### config.mk
export PLATFORM = sky130hd
export DESIGN_NAME = multi_servo_position_ramp
export DESIGN_NICKNAME = d
export VERILOG_FILES = /design/src/rtl/msr_pkg.sv /design/src/rtl/msr_ram.sv /design/src/rtl/msr_div.sv /design/src/rtl/multi_servo_position_ramp.sv
export SDC_FILE = /design/constraint.sdc
export NUM_CORES = 2
export LEC_CHECK = 0
export BUFFER_PORTS_ARGS = -buffer_cell sky130_fd_sc_hd__buf_2
export CORE_UTILIZATION = 70
export CTS_BUF_LIST = sky130_fd_sc_hd__clkbuf_4
export CTS_CLUSTER_SIZE = 30
export DETAILED_ROUTE_END_ITERATION = 6
export PLACE_DENSITY = 0.87
export REMOVE_ABC_BUFFERS = 1
export SLEW_MARGIN = 15
export SYNTH_ARGS = -nofsm -noshare
export SYNTH_HDL_FRONTEND = slang
export SYNTH_SLANG_ARGS = --single-unit
export TNS_END_PERCENT = 50
### constraint.sdc
create_clock -name clk_i -period 12.7 [get_ports clk_i]
set_clock_uncertainty 0.15 [all_clocks]
set_input_delay 1.905 -clock clk_i [delete_from_list [all_inputs] [get_ports clk_i]]
set_output_delay 1.905 -clock clk_i [all_outputs]
set_load 0.03 [all_outputs]
### src/rtl/msr_pkg.sv
// ----------------------------------------------------------------------------
// msr_pkg
// Shared types and constants for the multi-servo position ramp: the stored
// per-servo entry, item mode codes and the divider request/response bundles.
// ----------------------------------------------------------------------------
`timescale 1ns / 1ps

package msr_pkg;

  localparam int POS_W     = 16;
  localparam int IDX_W     = 5;
  localparam int MODE_W    = 2;
  localparam int DIV_STEPS = 16;
  localparam int DIV_CNT_W = $clog2(DIV_STEPS);

  typedef enum logic [MODE_W-1:0] {
    MODE_MOVE = 2'd0,
    MODE_TICK = 2'd1,
    MODE_SET  = 2'd2
  } msr_mode_e;

  typedef struct packed {
    logic [POS_W-1:0] pos;
    logic [POS_W-1:0] goal;
    logic [POS_W-1:0] step;
  } msr_entry_t;

  typedef struct packed {
    logic             start;
    logic             neg;
    logic [POS_W-1:0] magnitude;
    logic [POS_W-1:0] divisor;
  } msr_div_req_t;

  typedef struct packed {
    logic             done;
    logic [POS_W-1:0] quotient;
  } msr_div_rsp_t;

endpackage

### src/rtl/msr_ram.sv
// ----------------------------------------------------------------------------
// msr_ram
// Generic single-write, single-read RAM with a registered read port.
// ----------------------------------------------------------------------------
`timescale 1ns / 1ps

module msr_ram #(
  parameter int Width = 8,
  parameter int Depth = 4
) (
  input  logic                                  clk_i,
  input  logic                                  we_i,
  input  logic [(Depth > 1 ? $clog2(Depth) : 1)-1:0] waddr_i,
  input  logic [Width-1:0]                      wdata_i,
  input  logic                                  re_i,
  input  logic [(Depth > 1 ? $clog2(Depth) : 1)-1:0] raddr_i,
  output logic [Width-1:0]                      rdata_o
);

  logic [Width-1:0] mem [Depth];
  logic [Width-1:0] rdata_q;

  always_ff @(posedge clk_i) begin
    if (we_i) begin
      mem[waddr_i] <= wdata_i;
    end
    if (re_i) begin
      rdata_q <= mem[raddr_i];
    end
  end

  assign rdata_o = rdata_q;

endmodule

### src/rtl/msr_div.sv
// ----------------------------------------------------------------------------
// msr_div
// Iterative restoring divider: one quotient bit per cycle, for a 16-bit quotient.
// Quotient is truncated toward zero and returned in two's complement.
// ----------------------------------------------------------------------------
`timescale 1ns / 1ps

module msr_div (
  input  logic                 clk_i,
  input  logic                 rst_ni,
  input  msr_pkg::msr_div_req_t req_i,
  output msr_pkg::msr_div_rsp_t rsp_o
);
  import msr_pkg::*;

  logic [POS_W-1:0]     num_q, num_d;
  logic [POS_W-1:0]     rem_q, rem_d;
  logic [POS_W-1:0]     div_q, div_d;
  logic                 neg_q, neg_d;
  logic [DIV_CNT_W-1:0] cnt_q, cnt_d;
  logic                 busy_q, busy_d;
  logic                 done_q, done_d;
  logic [POS_W:0]       rem_shift;
  logic                 ge;

  always_comb begin
    rem_shift = {rem_q, num_q[POS_W-1]};
    ge        = rem_shift >= {1'b0, div_q};
    num_d     = num_q;
    rem_d     = rem_q;
    div_d     = div_q;
    neg_d     = neg_q;
    cnt_d     = cnt_q;
    busy_d    = busy_q;
    done_d    = done_q;
    if (req_i.start) begin
      num_d  = req_i.magnitude;
      rem_d  = '0;
      div_d  = req_i.divisor;
      neg_d  = req_i.neg;
      cnt_d  = DIV_CNT_W'(DIV_STEPS - 1);
      busy_d = 1'b1;
      done_d = 1'b0;
    end else if (busy_q) begin
      rem_d = ge ? POS_W'(rem_shift - {1'b0, div_q}) : POS_W'(rem_shift);
      num_d = {num_q[POS_W-2:0], ge};
      if (cnt_q == '0) begin
        busy_d = 1'b0;
        done_d = 1'b1;
      end else begin
        cnt_d = cnt_q - DIV_CNT_W'(1);
      end
    end
  end

  always_ff @(posedge clk_i or negedge rst_ni) begin
    if (!rst_ni) begin
      cnt_q  <= '0;
      busy_q <= 1'b0;
      done_q <= 1'b0;
    end else begin
      cnt_q  <= cnt_d;
      busy_q <= busy_d;
      done_q <= done_d;
    end
  end

  always_ff @(posedge clk_i) begin
    num_q <= num_d;
    rem_q <= rem_d;
    div_q <= div_d;
    neg_q <= neg_d;
  end

  assign rsp_o.done     = done_q;
  assign rsp_o.quotient = neg_q ? (POS_W'(0) - num_q) : num_q;

  property p_start_clears_done;
    @(posedge clk_i) disable iff (!rst_ni) req_i.start |=> busy_q && !done_q;
  endproperty
  a_start_clears_done: assert property (p_start_clears_done)
    else $error("divider did not restart");

  property p_busy_done_exclusive;
    @(posedge clk_i) disable iff (!rst_ni) !(busy_q && done_q);
  endproperty
  a_busy_done_exclusive: assert property (p_busy_done_exclusive)
    else $error("divider busy and done together");

  property p_done_after_last;
    @(posedge clk_i) disable iff (!rst_ni)
      busy_q && cnt_q == '0 && !req_i.start |=> done_q;
  endproperty
  a_done_after_last: assert property (p_done_after_last)
    else $error("divider missed completion");

endmodule

### src/rtl/multi_servo_position_ramp.sv
// ----------------------------------------------------------------------------
// multi_servo_position_ramp
// Per-servo position, goal and step kept in one RAM. Move commands start a
// linear ramp (step from an iterative divider) or, if none applies, set the
// position at once; ticks advance it and clamp at the goal; direct sets write it.
//
//   channel   direction  handshake                payload
//   in        sink       in_valid_i / in_ready_o  mode, servo_index,
//                                                 target_position, move_time
//   out       source     out_valid_o / out_ready_i  position
//
// Tick, set, immediate move: entry read in S_READ, result registered into the output register.
// Ramp start: S_READ starts the 16-step divider; S_DIV registers the result once it is done.
// One item in flight; the next is taken while a result waits in the output
// register. Reset clears per-entry valid bits, so no clearing pass is needed.
// A stalled output holds the finishing item until the register frees.
// ----------------------------------------------------------------------------
`timescale 1ns / 1ps

module multi_servo_position_ramp #(
  parameter int NUM_SERVOS     = 26,
  parameter int TICK_PERIOD_MS = 20
) (
  input  logic                        clk_i,
  input  logic                        rst_ni,
  input  logic                        in_valid_i,
  output logic                        in_ready_o,
  input  logic [msr_pkg::MODE_W-1:0]  mode_i,
  input  logic [msr_pkg::IDX_W-1:0]   servo_index_i,
  input  logic [msr_pkg::POS_W-1:0]   target_position_i,
  input  logic [msr_pkg::POS_W-1:0]   move_time_i,
  output logic                        out_valid_o,
  input  logic                        out_ready_i,
  output logic [msr_pkg::POS_W-1:0]   position_o
);
  import msr_pkg::*;

  localparam int AddrW     = NUM_SERVOS > 1 ? $clog2(NUM_SERVOS) : 1;
  localparam int TickShift = POS_W + $clog2(TICK_PERIOD_MS);
  localparam longint unsigned TickMul =
    ((64'd1 << TickShift) + TICK_PERIOD_MS - 1) / TICK_PERIOD_MS;
  localparam int MulW  = 18;
  localparam int ProdW = POS_W + MulW;

  typedef enum logic [2:0] {
    S_IDLE = 3'b001,
    S_READ = 3'b010,
    S_DIV  = 3'b100
  } state_e;

  state_e           state_q, state_d;
  logic [MODE_W-1:0] mode_q;
  logic [AddrW-1:0] addr_q;
  logic             oor_q;
  logic [POS_W-1:0] target_q;
  logic [ProdW-1:0] tick_prod_q;
  logic [POS_W-1:0] pos_q;
  logic [NUM_SERVOS-1:0] valid_q, valid_d;
  logic             out_valid_q, out_valid_d;
  logic [POS_W-1:0] position_q, position_d;

  logic             accept;
  logic             can_out;
  logic             oor_in;
  msr_entry_t       rdata;
  msr_entry_t       entry;
  msr_entry_t       wdata;
  logic             mem_we;
  logic [POS_W-1:0] ticks;
  logic             ramp_ok;
  logic [POS_W-1:0] tick_sum;
  logic             tick_hit;
  msr_div_req_t     div_req;
  msr_div_rsp_t     div_rsp;

  assign accept  = in_valid_i && in_ready_o;
  assign can_out = !out_valid_q || out_ready_i;
  assign oor_in  = {2'b00, servo_index_i} >= 7'(NUM_SERVOS);

  msr_ram #(
    .Width($bits(msr_entry_t)),
    .Depth(NUM_SERVOS)
  ) u_ram (
    .clk_i  (clk_i),
    .we_i   (mem_we),
    .waddr_i(addr_q),
    .wdata_i(wdata),
    .re_i   (accept),
    .raddr_i(AddrW'(servo_index_i)),
    .rdata_o(rdata)
  );

  msr_div u_div (
    .clk_i (clk_i),
    .rst_ni(rst_ni),
    .req_i (div_req),
    .rsp_o (div_rsp)
  );

  always_comb begin
    entry    = valid_q[addr_q] ? rdata : '0;
    ticks    = POS_W'(tick_prod_q >> TickShift);
    ramp_ok  = entry.pos != target_q && entry.pos != '0 && target_q != '0 &&
               ticks != '0;
    tick_sum = entry.pos + entry.step;
    tick_hit = entry.step[POS_W-1] ? (tick_sum <= entry.goal) : (tick_sum >= entry.goal);

    div_req.start     = 1'b0;
    div_req.neg       = target_q < entry.pos;
    div_req.magnitude = div_req.neg ? (entry.pos - target_q) : (target_q - entry.pos);
    div_req.divisor   = ticks;

    state_d     = state_q;
    valid_d     = valid_q;
    out_valid_d = out_valid_q && !out_ready_i;
    position_d  = position_q;
    mem_we      = 1'b0;
    wdata       = entry;

    unique case (state_q)
      S_IDLE: begin
        if (accept) begin
          state_d = S_READ;
        end
      end
      S_READ: begin
        if (oor_q) begin
          if (can_out) begin
            out_valid_d = 1'b1;
            position_d  = '0;
            state_d     = S_IDLE;
          end
        end else if (mode_q == MODE_MOVE && ramp_ok) begin
          div_req.start = 1'b1;
          state_d       = S_DIV;
        end else if (can_out) begin
          out_valid_d = 1'b1;
          position_d  = entry.pos;
          state_d     = S_IDLE;
          case (mode_q) inside
            MODE_MOVE, MODE_SET: begin
              mem_we     = 1'b1;
              wdata      = '{pos: target_q, goal: '0, step: '0};
              position_d = target_q;
            end
            MODE_TICK: begin
              if (entry.step != '0) begin
                mem_we     = 1'b1;
                wdata.pos  = tick_hit ? entry.goal : tick_sum;
                wdata.step = tick_hit ? '0 : entry.step;
                position_d = wdata.pos;
              end
            end
            default: begin
            end
          endcase
        end
      end
      S_DIV: begin
        if (div_rsp.done && can_out) begin
          mem_we      = 1'b1;
          wdata       = '{pos: pos_q, goal: target_q, step: div_rsp.quotient};
          out_valid_d = 1'b1;
          position_d  = pos_q;
          state_d     = S_IDLE;
        end
      end
      default: begin
        state_d = S_IDLE;
      end
    endcase

    if (mem_we) begin
      valid_d[addr_q] = 1'b1;
    end
  end

  always_ff @(posedge clk_i or negedge rst_ni) begin
    if (!rst_ni) begin
      state_q     <= S_IDLE;
      valid_q     <= '0;
      out_valid_q <= 1'b0;
    end else begin
      state_q     <= state_d;
      valid_q     <= valid_d;
      out_valid_q <= out_valid_d;
    end
  end

  always_ff @(posedge clk_i) begin
    if (accept) begin
      mode_q      <= mode_i;
      addr_q      <= AddrW'(servo_index_i);
      oor_q       <= oor_in;
      target_q    <= target_position_i;
      tick_prod_q <= ProdW'(move_time_i) * ProdW'(MulW'(TickMul));
    end
    if (state_q == S_READ) begin
      pos_q <= entry.pos;
    end
    position_q <= position_d;
  end

  assign in_ready_o  = state_q == S_IDLE;
  assign out_valid_o = out_valid_q;
  assign position_o  = position_q;

  property p_accept_reads;
    @(posedge clk_i) disable iff (!rst_ni) accept |=> state_q == S_READ;
  endproperty
  a_accept_reads: assert property (p_accept_reads)
    else $error("accepted transaction did not enter read");

  property p_write_needs_slot;
    @(posedge clk_i) disable iff (!rst_ni) mem_we |-> can_out;
  endproperty
  a_write_needs_slot: assert property (p_write_needs_slot)
    else $error("entry written while output register blocked");

  property p_write_marks_valid;
    @(posedge clk_i) disable iff (!rst_ni) mem_we |=> valid_q[$past(addr_q)];
  endproperty
  a_write_marks_valid: assert property (p_write_marks_valid)
    else $error("written entry not marked valid");

  property p_oor_no_write;
    @(posedge clk_i) disable iff (!rst_ni) state_q == S_READ && oor_q |-> !mem_we;
  endproperty
  a_oor_no_write: assert property (p_oor_no_write)
    else $error("out-of-range servo wrote state");

endmodule
==> flow_metrics.tcl <==
set metrics [dict create \
    run_status "finished with violations" \
    violations "design-rule violations" \
    drt_iter0_drc 5865 \
    cts_max_path_buffers 4 \
    layout_common_cells "edfxtp_1 (1393), clkbuf_4 (502), inv_1 (228), nand2_1 (214), mux2i_1 (207)" \
    wl_um 178000 \
    fmax_mhz 117 \
    post-route-period-util_pct 67.4 \
    drive_above_1_share_pct 22.8 \
    fin_setup_tns_ps 0 \
    cap_violations 0 \
    synth_top_area_share_pct 64.7 \
    crit_arrival_ps 9250 \
    ys.flop_type "edfxtp_1" \
    stdcell_area_sq_um 70700 \
    die_area_sq_um 93500 \
    cts_max_level 5 \
    row_count 111 \
    avgSynthCellArea_sq_um 16.1 \
    hold_path.class "reg2reg" \
    vias 40337 \
    worst-slew-pin-transition_ps 1290 \
    critical_path_class "reg2reg" \
    nets 4621 \
    boundaryPins 61 \
    synth_edf_count 1393 \
    post_cts_buffers 0 \
    post-synth-top-area-cell "edfxtp_1" \
    rsz0062_at_grt "false" \
    grt_first_pass_wirelength_um 258000 \
    ys.warnings.count 0 \
    core_area_sq_um 91500 \
    io_buffer_count 60 \
    cp-start-kind "flop" \
    finalSetupViolations 0 \
    die_w_um 306 \
    period_needed_ps 8560 \
    fin_cells 5723 \
    vias_per_cell 7.05 \
    leakage_uw 0.0254 \
    cts_resized 0 \
    first_pass_iters 7 \
    path_max_fanout 53 \
    cts_root_buf "clkbuf_4" \
    drv_slew 0 \
    postSynthCellCount 4007 \
    dp_hpwl_um 102000 \
    ant_nets 0 \
    initial_core_util_pct 70.6 \
    ys_seq_elements 1445 \
    yosys-top-cells-area "edfxtp_1 (65%), mux4_2 (6.8%), ha_1 (3.9%), mux2i_1 (3.2%), fa_1 (2.6%)" \
    placed_area_sq_um 66500 \
    grt_pass1_vias 40667 \
    holdBufCountCts 0 \
    clkTransAtPathRegs_ps 80 \
    place_inst 5123 \
    power_density_nw_per_um2 144 \
    async_flop_share_pct 2.49 \
    routabilityCongestion 1.06 \
    ir_drop_mv 0.121 \
    critPathRequiredTime_ps 13390 \
    end_kind "flop" \
    synth_area_sq_um 64600 \
    route.detailed.drc 8 \
    clock_latency_ps 1240 \
    finalHoldViolCount 0 \
    grt.total_usage_pct 38.6 \
    cts_num_sinks 1445 \
    grt_overflow 0 \
    fillerInstances 4872 \
    grt_antenna_before_repair 5 \
    area_growth_pct 9.43 \
    yosysSeqAreaShare_pct 66.6 \
    relSlewSlack_pct 13.7 \
    wl_per_cell_um 31.1 \
    yosysUniqueCellTypes 98 \
    final_common_cell "edfxtp_1" \
    cts_tree "yes" \
    chipHeight_um 306 \
    grt_max_degree 88 \
    final_util_pct 77.3 \
    cts-buffers-inserted 355 \
]
## stage by stage
step | hold slack (ps) | setup WS [ps] | power, uW
2_1_floorplan | 277 | 5000 | 6130
3_3_place_gp | 283 | 4650 | 6460
3_5_place_dp | 289 | 4480 | 6520
4_1_cts | 301 | 4330 | 10200
5_1_grt | 311 | 3610 | 10600
6_report | 303 | 4140 | 10200
## worst max-delay path, stage by stage (launching register included)
cell,delay [ps]
edfxtp_1,800
mux2i_1,160
o32a_1,360
o211ai_2,380
or2_4,380
buf_4,580
nand2_1,210
inv_1,190
ha_1,330
a21o_1,210
nand2_1,60
nand2_1,60
a21oi_1,170
o21ai_0,190
o31ai_1,380
xor2_1,120
ha_1,310
and4_1,240
nand3_1,110
a211oi_1,450
o211a_1,270
o21a_1,670
nand2_1,110
a311oi_1,300
a21oi_1,130
o221ai_2,870
## cell families (layout without fill, tap and decap cells)
family          count (synthesis)  count (layout)  share of synthesized area (%)
mux                           500             500                           11.7
compound gates                740             740                           7.68
other cells                     0               2                              0
simple gates                  526             526                           3.87
fa+ha+maj                     284             284                           6.47
buf+inv                       442             970                           2.68
xor+xnor                       70              70                          0.949
flops                        1445            1445                           66.6
## state kept, by name, indices dropped and copies added (netlist names)
name / count
out_valid_o: 1
u_div.done_q: 1
u_div.div_q: 12
u_ram.mem: 1248
u_div.neg_q: 1
target_q: 16
pos_q: 16
position_o: 16
u_ram.rdata_o: 48
u_div.num_q: 16
u_div.busy_q: 1
u_div.cnt_q: 4
u_div.rem_q: 16
tick_prod_q: 12
mode_q: 2
oor_q: 1
valid_q: 26
addr_q: 5
state_q: 3
## per-layer routing
layer  GRT usage (%)  part of all wire, %  vias up
li1                -                    -    16495
met1            51.8                   35    19706
met2            57.6                   45     3430
met3            10.3                   14      706
met4            22.7                  6.2        0
met5           0.155                    0        -
## final timing paths
kind,end,from,slack (ps),cells after the start
setup / recovery,u_ram.mem[20][37],addr_q[0],4140,25
hold / removal,u_div.div_q[9],tick_prod_q[30],300,0
setup reg to reg,u_ram.mem[20][37],addr_q[0],4140,25
hold reg to reg,u_div.div_q[9],tick_prod_q[30],300,0
max in group asynchronous,u_div.cnt_q[2],rst_ni,11140,1
min in group asynchronous,valid_q[21],rst_ni,680,1
## power breakdown
group / leakage (uW) / total, uW / internal (uW) / switching (uW)
clock: 0.00254 / 3720 / 1870 / 1840
sequential: 0.0131 / 5180 / 5180 / 0
combinational: 0.00975 / 1270 / 548 / 723
## cells in the mapped netlist (13+ instances only)
library cell,count
ha_1,199
nand3_1,34
nor4_1,17
nor2b_1,17
o21ai_0,142
buf_1,60
fa_1,84
edfxtp_1,1393
inv_1,229
nor3_1,22
o31ai_1,58
o211ai_1,60
mux2i_1,207
a21o_1,30
or3_1,13
nand2_1,214
a21oi_1,169
xnor2_1,39
a31oi_1,22
mux2_2,97
buf_2,15
dfrtp_1,35
nor2_1,107
a32o_1,15
mux4_2,195
clkbuf_1,127
o22ai_1,62
or2_1,18
dfxtp_1,16
xor2_1,31
o221ai_1,56
## layout make-up
cell class / instances / area [sq um] / area share [%]
Sequential cell: 1445 / 43100 / 60.9
Timing Repair Buffer: 143 / 983 / 1.39
Clock buffer: 502 / 3770 / 5.33
Antenna cell: 2 / 5.00 / 0.00708
Multi-Input combinational cell: 2120 / 20100 / 28.4
Tap cell: 1186 / 1480 / 2.10
Clock inverter: 95 / 458 / 0.648
Inverter: 230 / 866 / 1.22
(Power assumes the default switching activity.)
